--- config.mk ---
export PLATFORM = sky130hd
export DESIGN_NAME = fixed_block_pool_allocator_core
export DESIGN_NICKNAME = d
export VERILOG_FILES = /design/src/rtl/fbpa_pkg.sv /design/src/rtl/fbpa_front.sv /design/src/rtl/fbpa_queue.sv /design/src/rtl/fbpa_back.sv /design/src/rtl/fixed_block_pool_allocator_core.sv
export SDC_FILE = /design/constraint.sdc
export NUM_CORES = 1
export LEC_CHECK = 0
export BUFFER_PORTS_ARGS = -buffer_cell sky130_fd_sc_hd__buf_2
export CORE_MARGIN = 3
export CORE_UTILIZATION = 35
export DETAILED_ROUTE_END_ITERATION = 12
export PLACE_DENSITY = 0.48
export SLEW_MARGIN = 25
export SYNTH_ARGS = -nofsm -noshare
export SYNTH_HDL_FRONTEND = slang
export SYNTH_HIERARCHICAL = 1
export SYNTH_SLANG_ARGS = --single-unit
export TNS_END_PERCENT = 100
--- constraint.sdc ---
create_clock -name clk -period 6.95 [get_ports clk]
set_input_delay 0 -clock clk [delete_from_list [all_inputs] [get_ports clk]]
set_output_delay 0 -clock clk [all_outputs]
set_load 0.005 [all_outputs]
--- src/rtl/fbpa_pkg.sv ---
// Shared types and constants of the fixed block pool allocator.
package fbpa_pkg;

  // Field and register widths
  localparam int ADDR_W        = 32;
  localparam int SIZE_W        = 17;
  localparam int COUNT_W       = 7;
  localparam int CFG_W         = 32;
  localparam int CFG_IDX_W     = 2;

  // Default number of slots in the used-slot bitmap
  localparam int DEF_MAX_SLOTS = 64;

  // Bitmap scan: lanes examined per cycle
  localparam int SCAN_LANES    = 8;
  localparam int LANE_W        = 3;

  // Queue between front and back
  localparam int QUEUE_DEPTH   = 2;
  localparam int QUEUE_PTR_W   = 1;
  localparam int QUEUE_CNT_W   = 2;

  // Configuration register indexes
  localparam logic [CFG_IDX_W-1:0] CFG_POOL_BASE   = 2'd0;
  localparam logic [CFG_IDX_W-1:0] CFG_BLOCK_SIZE  = 2'd1;
  localparam logic [CFG_IDX_W-1:0] CFG_BLOCK_COUNT = 2'd2;

  typedef enum logic {
    REQ_ALLOC = 1'b0,
    REQ_FREE  = 1'b1
  } req_kind_t;

  typedef enum logic [1:0] {
    ST_OK       = 2'd0,
    ST_FULL     = 2'd1,
    ST_BAD_FREE = 2'd2
  } status_t;

  // Classified request: kind plus the offset of the address from the pool base
  typedef struct packed {
    req_kind_t           kind;
    logic [ADDR_W-1:0]   offset;
  } item_t;

  // Queue occupancy flags
  typedef struct packed {
    logic full;
    logic empty;
  } q_stat_t;

endpackage

--- src/rtl/fbpa_front.sv ---
// Front stage: accept requests, classify them and compute the pool offset.
module fbpa_front import fbpa_pkg::*; (
  input  logic              clk,
  input  logic              rst_n,
  input  logic              in_tvalid,
  output logic              in_tready,
  input  logic [ADDR_W-1:0] in_tdata,   // [31:0] free_address
  input  logic              in_tuser,   // [0] req_type
  input  logic [ADDR_W-1:0] pool_base,
  output logic              item_valid,
  output item_t             item,
  input  logic              item_ready
);

  logic  stage_v_r, stage_v_nxt;
  item_t stage_item_r, stage_item_nxt;
  logic  accept;

  assign in_tready  = !stage_v_r || item_ready;
  assign accept     = in_tvalid && in_tready;
  assign item_valid = stage_v_r;
  assign item       = stage_item_r;

  always_comb begin
    stage_v_nxt    = stage_v_r && !item_ready;
    stage_item_nxt = stage_item_r;
    if (accept) begin
      stage_v_nxt           = 1'b1;
      stage_item_nxt.kind   = req_kind_t'(in_tuser);
      // wraps modulo 2^32, matching the wrapped addresses handed out
      stage_item_nxt.offset = in_tdata - pool_base;
    end
  end

  always_ff @(posedge clk) begin
    if (!rst_n) begin
      stage_v_r <= 1'b0;
    end else begin
      stage_v_r <= stage_v_nxt;
    end
  end

  always_ff @(posedge clk) begin
    stage_item_r <= stage_item_nxt;
  end

endmodule

--- src/rtl/fbpa_queue.sv ---
// Short request queue between the front and back stages.
module fbpa_queue import fbpa_pkg::*; (
  input  logic    clk,
  input  logic    rst_n,
  input  logic    push_valid,
  input  item_t   push_item,
  output logic    push_ready,
  output logic    pop_valid,
  output item_t   pop_item,
  input  logic    pop_ready,
  output q_stat_t stat
);

  item_t                  mem [QUEUE_DEPTH];
  logic [QUEUE_PTR_W-1:0] wr_ptr_r, wr_ptr_nxt;
  logic [QUEUE_PTR_W-1:0] rd_ptr_r, rd_ptr_nxt;
  logic [QUEUE_CNT_W-1:0] cnt_r, cnt_nxt;
  logic                   push, pop;

  assign stat.full  = (cnt_r == QUEUE_CNT_W'(QUEUE_DEPTH));
  assign stat.empty = (cnt_r == '0);
  assign push_ready = !stat.full;
  assign pop_valid  = !stat.empty;
  assign pop_item   = mem[rd_ptr_r];
  assign push       = push_valid && push_ready;
  assign pop        = pop_valid && pop_ready;

  always_comb begin
    wr_ptr_nxt = push ? wr_ptr_r + 1'b1 : wr_ptr_r;
    rd_ptr_nxt = pop ? rd_ptr_r + 1'b1 : rd_ptr_r;
    cnt_nxt    = cnt_r;
    if (push && !pop) begin
      cnt_nxt = cnt_r + 1'b1;
    end else if (pop && !push) begin
      cnt_nxt = cnt_r - 1'b1;
    end
  end

  always_ff @(posedge clk) begin
    if (!rst_n) begin
      wr_ptr_r <= '0;
      rd_ptr_r <= '0;
      cnt_r    <= '0;
    end else begin
      wr_ptr_r <= wr_ptr_nxt;
      rd_ptr_r <= rd_ptr_nxt;
      cnt_r    <= cnt_nxt;
    end
  end

  always_ff @(posedge clk) begin
    if (push) begin
      mem[wr_ptr_r] <= push_item;
    end
  end

endmodule

--- src/rtl/fbpa_back.sv ---
// Back stage: bitmap scan for allocate, range check and divide for free.
module fbpa_back import fbpa_pkg::*; #(
  parameter  int MAX_SLOTS = DEF_MAX_SLOTS,
  localparam int CNT_W     = $clog2(MAX_SLOTS + 1),
  localparam int SPAN_W    = SIZE_W + CNT_W
) (
  input  logic              clk,
  input  logic              rst_n,
  input  logic              item_valid,
  input  item_t             item,
  output logic              item_ready,
  input  logic [ADDR_W-1:0] pool_base,
  input  logic [SIZE_W-1:0] eff_size,
  input  logic [CNT_W-1:0]  eff_count,
  input  logic [SPAN_W-1:0] span,
  output logic              out_tvalid,
  input  logic              out_tready,
  output logic [ADDR_W-1:0] out_tdata,
  output logic [1:0]        out_tuser
);

  localparam int SLOT_W  = (MAX_SLOTS > 1) ? $clog2(MAX_SLOTS) : 1;
  localparam int CHUNK_N = (MAX_SLOTS + SCAN_LANES - 1) / SCAN_LANES;
  localparam int CHUNK_W = (CHUNK_N > 1) ? $clog2(CHUNK_N) : 1;
  localparam int PAD_N   = CHUNK_N * SCAN_LANES;
  localparam int PROD_W  = SLOT_W + SIZE_W;
  localparam int STEP_W  = $clog2(SLOT_W + 1);

  typedef enum logic [6:0] {
    S_IDLE  = 7'b0000001,
    S_SCAN  = 7'b0000010,
    S_MUL   = 7'b0000100,
    S_ADD   = 7'b0001000,
    S_CHECK = 7'b0010000,
    S_DIV   = 7'b0100000,
    S_DONE  = 7'b1000000
  } state_t;

  state_t              state_r, state_nxt;
  logic [MAX_SLOTS-1:0] used_r, used_nxt;
  logic [CHUNK_W-1:0]  chunk_r, chunk_nxt;
  logic [SLOT_W-1:0]   slot_r, slot_nxt;
  logic [PROD_W-1:0]   prod_r, prod_nxt;
  logic [ADDR_W-1:0]   offset_r, offset_nxt;
  logic [SPAN_W-1:0]   rem_r, rem_nxt;
  logic [SPAN_W-1:0]   dv_r, dv_nxt;
  logic [SLOT_W-1:0]   q_r, q_nxt;
  logic [STEP_W-1:0]   step_r, step_nxt;
  logic [ADDR_W-1:0]   res_addr_r, res_addr_nxt;
  status_t             res_st_r, res_st_nxt;
  logic                out_v_r, out_v_nxt;
  logic [ADDR_W-1:0]   out_addr_r, out_addr_nxt;
  status_t             out_st_r, out_st_nxt;

  logic [PAD_N-1:0]      used_pad;
  logic [SCAN_LANES-1:0] window;
  logic                  hit;
  logic [LANE_W-1:0]     hit_pos;
  logic [SLOT_W-1:0]     hit_slot;
  logic                  div_ge;
  logic [SLOT_W-1:0]     div_q;

  assign out_tvalid = out_v_r;
  assign out_tdata  = out_addr_r;
  assign out_tuser  = out_st_r;

  // Lowest free slot in the current chunk of eight, limited to the active count
  always_comb begin
    used_pad                 = '1;
    used_pad[MAX_SLOTS-1:0]  = used_r;
    window                   = used_pad[chunk_r*SCAN_LANES +: SCAN_LANES];
    hit                      = 1'b0;
    hit_pos                  = '0;
    for (int j = SCAN_LANES - 1; j >= 0; j--) begin
      if (!window[j] && ((int'(chunk_r) * SCAN_LANES + j) < int'(eff_count))) begin
        hit     = 1'b1;
        hit_pos = LANE_W'(j);
      end
    end
    hit_slot = SLOT_W'(int'(chunk_r) * SCAN_LANES + int'(hit_pos));
  end

  // One restoring divide step per cycle
  assign div_ge = (rem_r >= dv_r);
  assign div_q  = SLOT_W'({q_r, div_ge});

  always_comb begin
    state_nxt    = state_r;
    used_nxt     = used_r;
    chunk_nxt    = chunk_r;
    slot_nxt     = slot_r;
    prod_nxt     = prod_r;
    offset_nxt   = offset_r;
    rem_nxt      = rem_r;
    dv_nxt       = dv_r;
    q_nxt        = q_r;
    step_nxt     = step_r;
    res_addr_nxt = res_addr_r;
    res_st_nxt   = res_st_r;
    out_v_nxt    = out_v_r && !out_tready;
    out_addr_nxt = out_addr_r;
    out_st_nxt   = out_st_r;
    item_ready   = 1'b0;

    unique case (state_r)
      S_IDLE: begin
        item_ready = 1'b1;
        if (item_valid) begin
          offset_nxt = item.offset;
          chunk_nxt  = '0;
          state_nxt  = (item.kind == REQ_FREE) ? S_CHECK : S_SCAN;
        end
      end
      S_SCAN: begin
        if (hit) begin
          slot_nxt           = hit_slot;
          used_nxt[hit_slot] = 1'b1;
          state_nxt          = S_MUL;
        end else if (chunk_r == CHUNK_W'(CHUNK_N - 1)) begin
          res_addr_nxt = '0;
          res_st_nxt   = ST_FULL;
          state_nxt    = S_DONE;
        end else begin
          chunk_nxt = chunk_r + 1'b1;
        end
      end
      S_MUL: begin
        prod_nxt  = PROD_W'(slot_r) * PROD_W'(eff_size);
        state_nxt = S_ADD;
      end
      S_ADD: begin
        res_addr_nxt = pool_base + ADDR_W'(prod_r);
        res_st_nxt   = ST_OK;
        state_nxt    = S_DONE;
      end
      S_CHECK: begin
        if (offset_r >= ADDR_W'(span)) begin
          res_addr_nxt = '0;
          res_st_nxt   = ST_BAD_FREE;
          state_nxt    = S_DONE;
        end else begin
          rem_nxt   = SPAN_W'(offset_r);
          dv_nxt    = SPAN_W'(eff_size) << (SLOT_W - 1);
          q_nxt     = '0;
          step_nxt  = STEP_W'(SLOT_W - 1);
          state_nxt = S_DIV;
        end
      end
      S_DIV: begin
        rem_nxt = div_ge ? rem_r - dv_r : rem_r;
        dv_nxt  = dv_r >> 1;
        q_nxt   = div_q;
        if (step_r == '0) begin
          used_nxt[div_q] = 1'b0;
          res_addr_nxt    = '0;
          res_st_nxt      = ST_OK;
          state_nxt       = S_DONE;
        end else begin
          step_nxt = step_r - 1'b1;
        end
      end
      S_DONE: begin
        if (!out_v_r || out_tready) begin
          out_v_nxt    = 1'b1;
          out_addr_nxt = res_addr_r;
          out_st_nxt   = res_st_r;
          state_nxt    = S_IDLE;
        end
      end
      default: begin
        state_nxt = S_IDLE;
      end
    endcase
  end

  always_ff @(posedge clk) begin
    if (!rst_n) begin
      state_r <= S_IDLE;
      used_r  <= '0;
      out_v_r <= 1'b0;
    end else begin
      state_r <= state_nxt;
      used_r  <= used_nxt;
      out_v_r <= out_v_nxt;
    end
  end

  always_ff @(posedge clk) begin
    chunk_r    <= chunk_nxt;
    slot_r     <= slot_nxt;
    prod_r     <= prod_nxt;
    offset_r   <= offset_nxt;
    rem_r      <= rem_nxt;
    dv_r       <= dv_nxt;
    q_r        <= q_nxt;
    step_r     <= step_nxt;
    res_addr_r <= res_addr_nxt;
    res_st_r   <= res_st_nxt;
    out_addr_r <= out_addr_nxt;
    out_st_r   <= out_st_nxt;
  end

endmodule

--- src/rtl/fixed_block_pool_allocator_core.sv ---
// Top level of the fixed block pool allocator: config registers, front, queue, back.
//
// Usage: each in_ transaction is one request. in_tuser is the request kind
// (0 allocate, 1 free) and in_tdata the address to free. Each request yields
// exactly one out_ transaction: out_tdata is the allocated block address
// (zero on pool full and on every free), out_tuser the status (0 ok,
// 1 pool full, 2 free address out of range).
// Write cfg_ registers (0 pool base, 1 block size, 2 block count) only while
// the block is idle; a write takes effect at the clock edge with cfg_we high.
// Timing: a front register, a two-entry queue and the back unit sit in line.
// The back unit serves one request at a time and sets the rate. An allocate
// steps through SCAN, one eight-slot chunk per cycle until a free slot is
// found, then MUL, ADD and DONE; a pool-full allocate scans every chunk and
// goes to DONE. A free steps through CHECK, then DIV, one quotient bit per
// cycle, then DONE; an out-of-range free goes from CHECK straight to DONE.
// Reset clears the bitmap (all slots free), the queue and the output register,
// and loads base 0, size 1, count 64. When out_tready is low the result holds
// in the output register; the front and queue keep taking requests until they fill.
module fixed_block_pool_allocator_core import fbpa_pkg::*; #(
  parameter int MAX_SLOTS = DEF_MAX_SLOTS
) (
  input  logic                 clk,
  input  logic                 rst_n,
  // request channel
  input  logic                 in_tvalid,
  output logic                 in_tready,
  input  logic [ADDR_W-1:0]    in_tdata,   // [31:0] free_address
  input  logic                 in_tuser,   // [0] req_type
  // result channel
  output logic                 out_tvalid,
  input  logic                 out_tready,
  output logic [ADDR_W-1:0]    out_tdata,  // [31:0] block_address
  output logic [1:0]           out_tuser,  // [1:0] status
  // configuration write port
  input  logic                 cfg_we,
  input  logic [CFG_IDX_W-1:0] cfg_index,
  input  logic [CFG_W-1:0]     cfg_wdata
);

  localparam int CNT_W  = $clog2(MAX_SLOTS + 1);
  localparam int SPAN_W = SIZE_W + CNT_W;

  logic [ADDR_W-1:0]  pool_base_r, pool_base_nxt;
  logic [SIZE_W-1:0]  block_size_r, block_size_nxt;
  logic [COUNT_W-1:0] block_count_r, block_count_nxt;
  logic [SPAN_W-1:0]  span_r;
  logic [SIZE_W-1:0]  eff_size;
  logic [CNT_W-1:0]   eff_count;

  logic    fr_valid, fr_ready;
  item_t   fr_item;
  logic    bk_valid, bk_ready;
  item_t   bk_item;
  q_stat_t q_stat;

  // Configuration decode; unknown indexes drop the write
  always_comb begin
    pool_base_nxt   = pool_base_r;
    block_size_nxt  = block_size_r;
    block_count_nxt = block_count_r;
    if (cfg_we) begin
      unique case (cfg_index)
        CFG_POOL_BASE:   pool_base_nxt   = cfg_wdata[ADDR_W-1:0];
        CFG_BLOCK_SIZE:  block_size_nxt  = cfg_wdata[SIZE_W-1:0];
        CFG_BLOCK_COUNT: block_count_nxt = cfg_wdata[COUNT_W-1:0];
        default: ;
      endcase
    end
  end

  always_ff @(posedge clk) begin
    if (!rst_n) begin
      pool_base_r   <= '0;
      block_size_r  <= SIZE_W'(1);
      block_count_r <= COUNT_W'(DEF_MAX_SLOTS);
    end else begin
      pool_base_r   <= pool_base_nxt;
      block_size_r  <= block_size_nxt;
      block_count_r <= block_count_nxt;
    end
  end

  // Treat a zero size as one byte; clamp the count to the bitmap depth
  assign eff_size  = (block_size_r == '0) ? SIZE_W'(1) : block_size_r;
  assign eff_count = (int'(block_count_r) > MAX_SLOTS) ? CNT_W'(MAX_SLOTS)
                                                       : CNT_W'(block_count_r);

  // Pool span in bytes, registered off the config path
  always_ff @(posedge clk) begin
    span_r <= SPAN_W'(eff_size) * SPAN_W'(eff_count);
  end

  fbpa_front u_front (
    .clk        (clk),
    .rst_n      (rst_n),
    .in_tvalid  (in_tvalid),
    .in_tready  (in_tready),
    .in_tdata   (in_tdata),
    .in_tuser   (in_tuser),
    .pool_base  (pool_base_r),
    .item_valid (fr_valid),
    .item       (fr_item),
    .item_ready (fr_ready)
  );

  fbpa_queue u_queue (
    .clk        (clk),
    .rst_n      (rst_n),
    .push_valid (fr_valid),
    .push_item  (fr_item),
    .push_ready (fr_ready),
    .pop_valid  (bk_valid),
    .pop_item   (bk_item),
    .pop_ready  (bk_ready),
    .stat       (q_stat)
  );

  fbpa_back #(
    .MAX_SLOTS (MAX_SLOTS)
  ) u_back (
    .clk        (clk),
    .rst_n      (rst_n),
    .item_valid (bk_valid),
    .item       (bk_item),
    .item_ready (bk_ready),
    .pool_base  (pool_base_r),
    .eff_size   (eff_size),
    .eff_count  (eff_count),
    .span       (span_r),
    .out_tvalid (out_tvalid),
    .out_tready (out_tready),
    .out_tdata  (out_tdata),
    .out_tuser  (out_tuser)
  );

  // Only a successful request may carry a nonzero address
  a_addr_zero_on_error: assert property (@(posedge clk) disable iff (!rst_n)
    out_tvalid && (out_tuser != ST_OK) |-> out_tdata == '0)
    else $error("nonzero address on a failed request");

  // The queue cannot be full and empty at once
  a_queue_flags: assert property (@(posedge clk) disable iff (!rst_n)
    !(q_stat.full && q_stat.empty))
    else $error("queue flags inconsistent");

  // A front item blocked by a full queue holds until it is taken
  a_front_hold: assert property (@(posedge clk) disable iff (!rst_n)
    fr_valid && !fr_ready |=> fr_valid && $stable(fr_item))
    else $error("front item lost while queue full");

endmodule
==> impl_metrics.py <==
metrics = {
    "place": {
        "place.gp.congestion": 0.872,
        "post-dp-hpwl_mm": 60.9,
        "detailedPlace.worstSlack_ps": 922,
        "place.port_buffers": 107,
    },
    "flow_run": {
        "drv_cap": 0,
    },
    "detailed_routing": {
        "detail_route.wl_per_cell_um": 20.2,
        "ant_nets": 0,
        "drc": 0,
        "wirelength_mm": 82.1,
        "drt_first_pass_iters": 5,
        "route.vias.total": 21100,
        "drt_iter0_markers": 1455,
        "vias_per_cell": 5.19,
    },
    "global_routing": {
        "wire_length_of_the_first_global_routing_pass_mm": 129,
        "pin_count_of_the_biggest_net_entering_global_routing": 91,
        "number_of_global_route_vias_before_repair": 21700,
        "grt_antenna_before_repair": 7,
        "track_usage_pct": 19.3,
        "total_congestion_overflow": 0,
    },
    "cts": {
        "clkTransAtPathRegs_ps": 60,
        "cts.sink_count": 443,
        "cts-htree-levels": 2,
        "cts_tree": "done",
        "post-cts-setup-buffer-count": 0,
        "cts_hold_buffers": 89,
        "master_cell_of_the_clock_root_buffer": "sky130_fd_sc_hd__clkbuf_16",
        "post_cts_resize_count": 0,
        "clock_latency_on_the_worst_skew_pair_ps": 640,
        "numCtsBuffers": 55,
        "cts-root-to-sink-buffers": 3,
    },
    "setup_path": {
        "critical_path_maximum_fanout": 16,
        "r2r_end": "u_back/prod_r[22]",
        "crit_reg_reg_startpoint": "block_size_r[3]",
        "setup.worst_path.end": "u_back/prod_r[22]",
        "timing.critical_path.from": "block_size_r[3]",
        "reg2reg_slack_ps": 850,
        "worstSetupStartpointType": "flip-flop",
        "timing.critical_path.arrival_ps": 6460,
        "worst_ep_required_time_ps": 7300,
        "crit_type": "reg -> reg",
        "worstRegToRegCells": 19,
        "cp-end-kind": "flip-flop",
    },
    "yosys": {
        "syn_nets": 3191,
        "syn_area_um2": 28500,
        "synth_warn": 6,
        "syn-instance-count": 2799,
        "post_synth.cell_area_avg_um2": 10.2,
    },
    "power": {
        "power_switching_share_pct": 28.5,
        "p_comb_share_pct": 17.7,
        "peakVddDrop_mv": 0.187,
        "internal_power_mw": 5.60,
        "power.switching_mw": 2.24,
        "power_density_nw_per_um2": 237,
        "power.sequential.fraction_pct": 41.5,
        "cellLeakagePower_nw": 13.5,
        "clock_power_share_pct": 40.8,
    },
    "sta": {
        "hold_violations": 0,
        "drv_slew": 0,
        "timing.max_slew.rel_slack_pct": 34.9,
        "final_min_period_over_clock_period_pct": 87.8,
        "worst-slew-pin-transition_ps": 976,
        "final.setup.worst_slack_ps": 846,
        "finalClockSkew_ps": 37.1,
        "finalSetupTns_ps": 0,
        "rsz0062_at_grt": "no",
        "maxClockFrequency_mhz": 164,
        "setup_viol_count_final": 0,
        "minimum_clock_period_ps": 6100,
    },
    "die": {
        "start_util_pct": 35.3,
        "num_rows": 104,
        "ios": 108,
        "die_width_um": 291,
        "core-area_um2": 80700,
        "die_height_um": 291,
        "fp.dieArea_um2": 84900,
    },
    "layout": {
        "final_layout_size_suffix_gt1_share_pct": 11.2,
        "mostFrequentLayoutCells": "sky130_fd_sc_hd__edfxtp_1 (285), sky130_fd_sc_hd__nand2_1 (283), sky130_fd_sc_hd__inv_1 (273), sky130_fd_sc_hd__and2_1 (198), sky130_fd_sc_hd__ha_1 (182)",
        "fin_nets": 3353,
        "layout_overhead_on_the_synthesized_area_pct": 15.9,
        "layout.cells.most_common": "sky130_fd_sc_hd__edfxtp_1",
        "fillerInstances": 7891,
    },
    "run_status": {
        "outcome": "complete, no violations",
    },
    "hold_path": {
        "timing.hold.worst.class": "in -> reg",
    },
}
how the worst min path moves through the flow:
stage / from / endpoint / slack [ps] / cells past startpoint
floorplan: in_tuser / u_front/item[32] / 100 / 0
global placement: in_tuser / u_front/item[32] / 180 / 1
detailed placement: in_tuser / u_front/item[32] / 180 / 1
CTS: in_tdata[29] / u_front/item[29] / 30 / 4
global route: in_tdata[29] / u_front/item[29] / 60 / 4
finish: in_tdata[29] / u_front/item[29] / 70 / 4
area by class of cell:
type,count,area (um^2),area share [%]
multi-input combinational,1953,15200,46.1
sequential,443,11700,35.5
antenna,1,2.50,0.00757
tap,1060,1330,4.01
timing repair buffer,230,1680,5.10
clock inverter,39,627,1.90
inverter,278,1040,3.16
clock buffer,64,1410,4.27
power groups by stage:
stage                     Clock [mW]  Sequential, mW  Combinational, mW
final                           3.20            3.25               1.39
after floorplan                    0            3.20              0.978
after detailed placement           0            3.30               1.35
after CTS                       3.29            3.25               1.40
after global routing            3.39            3.27               1.55
after global placement             0            3.30               1.34
registers in the layout, indices dropped and copies added, names as in the netlist, 2 cells and up, named ones only:
signal	cells
u_back/res_st_r	2
block_size_r	17
u_back/used_pad	64
u_front/item	33
span_r	24
u_back/prod_r	23
pool_base_r	32
u_back/res_addr_r	32
u_queue/mem	66
u_back/offset_r	32
u_back/slot_r	6
u_back/step_r	3
u_back/chunk_r	3
u_back/rem_r	24
u_back/state_r	7
u_back/q_r	5
u_queue/cnt_r	2
u_back/out_tdata	32
u_back/dv_r	22
block_count_r	7
u_back/out_tuser	2
stage by stage:
stage	cell area (um^2)	total power [mW]	hold slack [ps]	utilization, %	instances
floorplan	28500	4.18	98.9	-	2799
global placement	30100	4.64	179	37.3	3875
detailed placement	30100	4.65	178	37.3	3875
CTS	33000	7.94	28.4	41.0	4067
global route	33000	8.21	59.7	41.0	4068
finish	33000	7.84	66.3	41.0	4068
critical path, stage by stage (launching register included):
cell                       delay, ps
sky130_fd_sc_hd__dfxtp_1         700
sky130_fd_sc_hd__or4_1           200
sky130_fd_sc_hd__nor3_1           50
sky130_fd_sc_hd__a31oi_1         700
sky130_fd_sc_hd__inv_2           260
sky130_fd_sc_hd__nand2_1         180
sky130_fd_sc_hd__fa_1            430
sky130_fd_sc_hd__fa_1            460
sky130_fd_sc_hd__fa_1            520
sky130_fd_sc_hd__inv_1            40
sky130_fd_sc_hd__ha_1            350
sky130_fd_sc_hd__and2_1          190
sky130_fd_sc_hd__a311oi_1        350
sky130_fd_sc_hd__o31ai_1         170
sky130_fd_sc_hd__o21ai_0         230
sky130_fd_sc_hd__o21ai_0         230
sky130_fd_sc_hd__nor3_1          210
sky130_fd_sc_hd__a21oi_1         100
sky130_fd_sc_hd__a221oi_1        340
sky130_fd_sc_hd__xnor2_1         100
per-layer routing:
metal,track usage [%],vias to the layer above,part of all wire [%]
li1,-,10100,-
met1,25.8,10500,45
met4,3.87,6,1.7
met2,33.2,435,48
met3,2.96,95,4.6
met5,0,-,0.041
No activity file was read; power rests on OpenSTA's default activity.
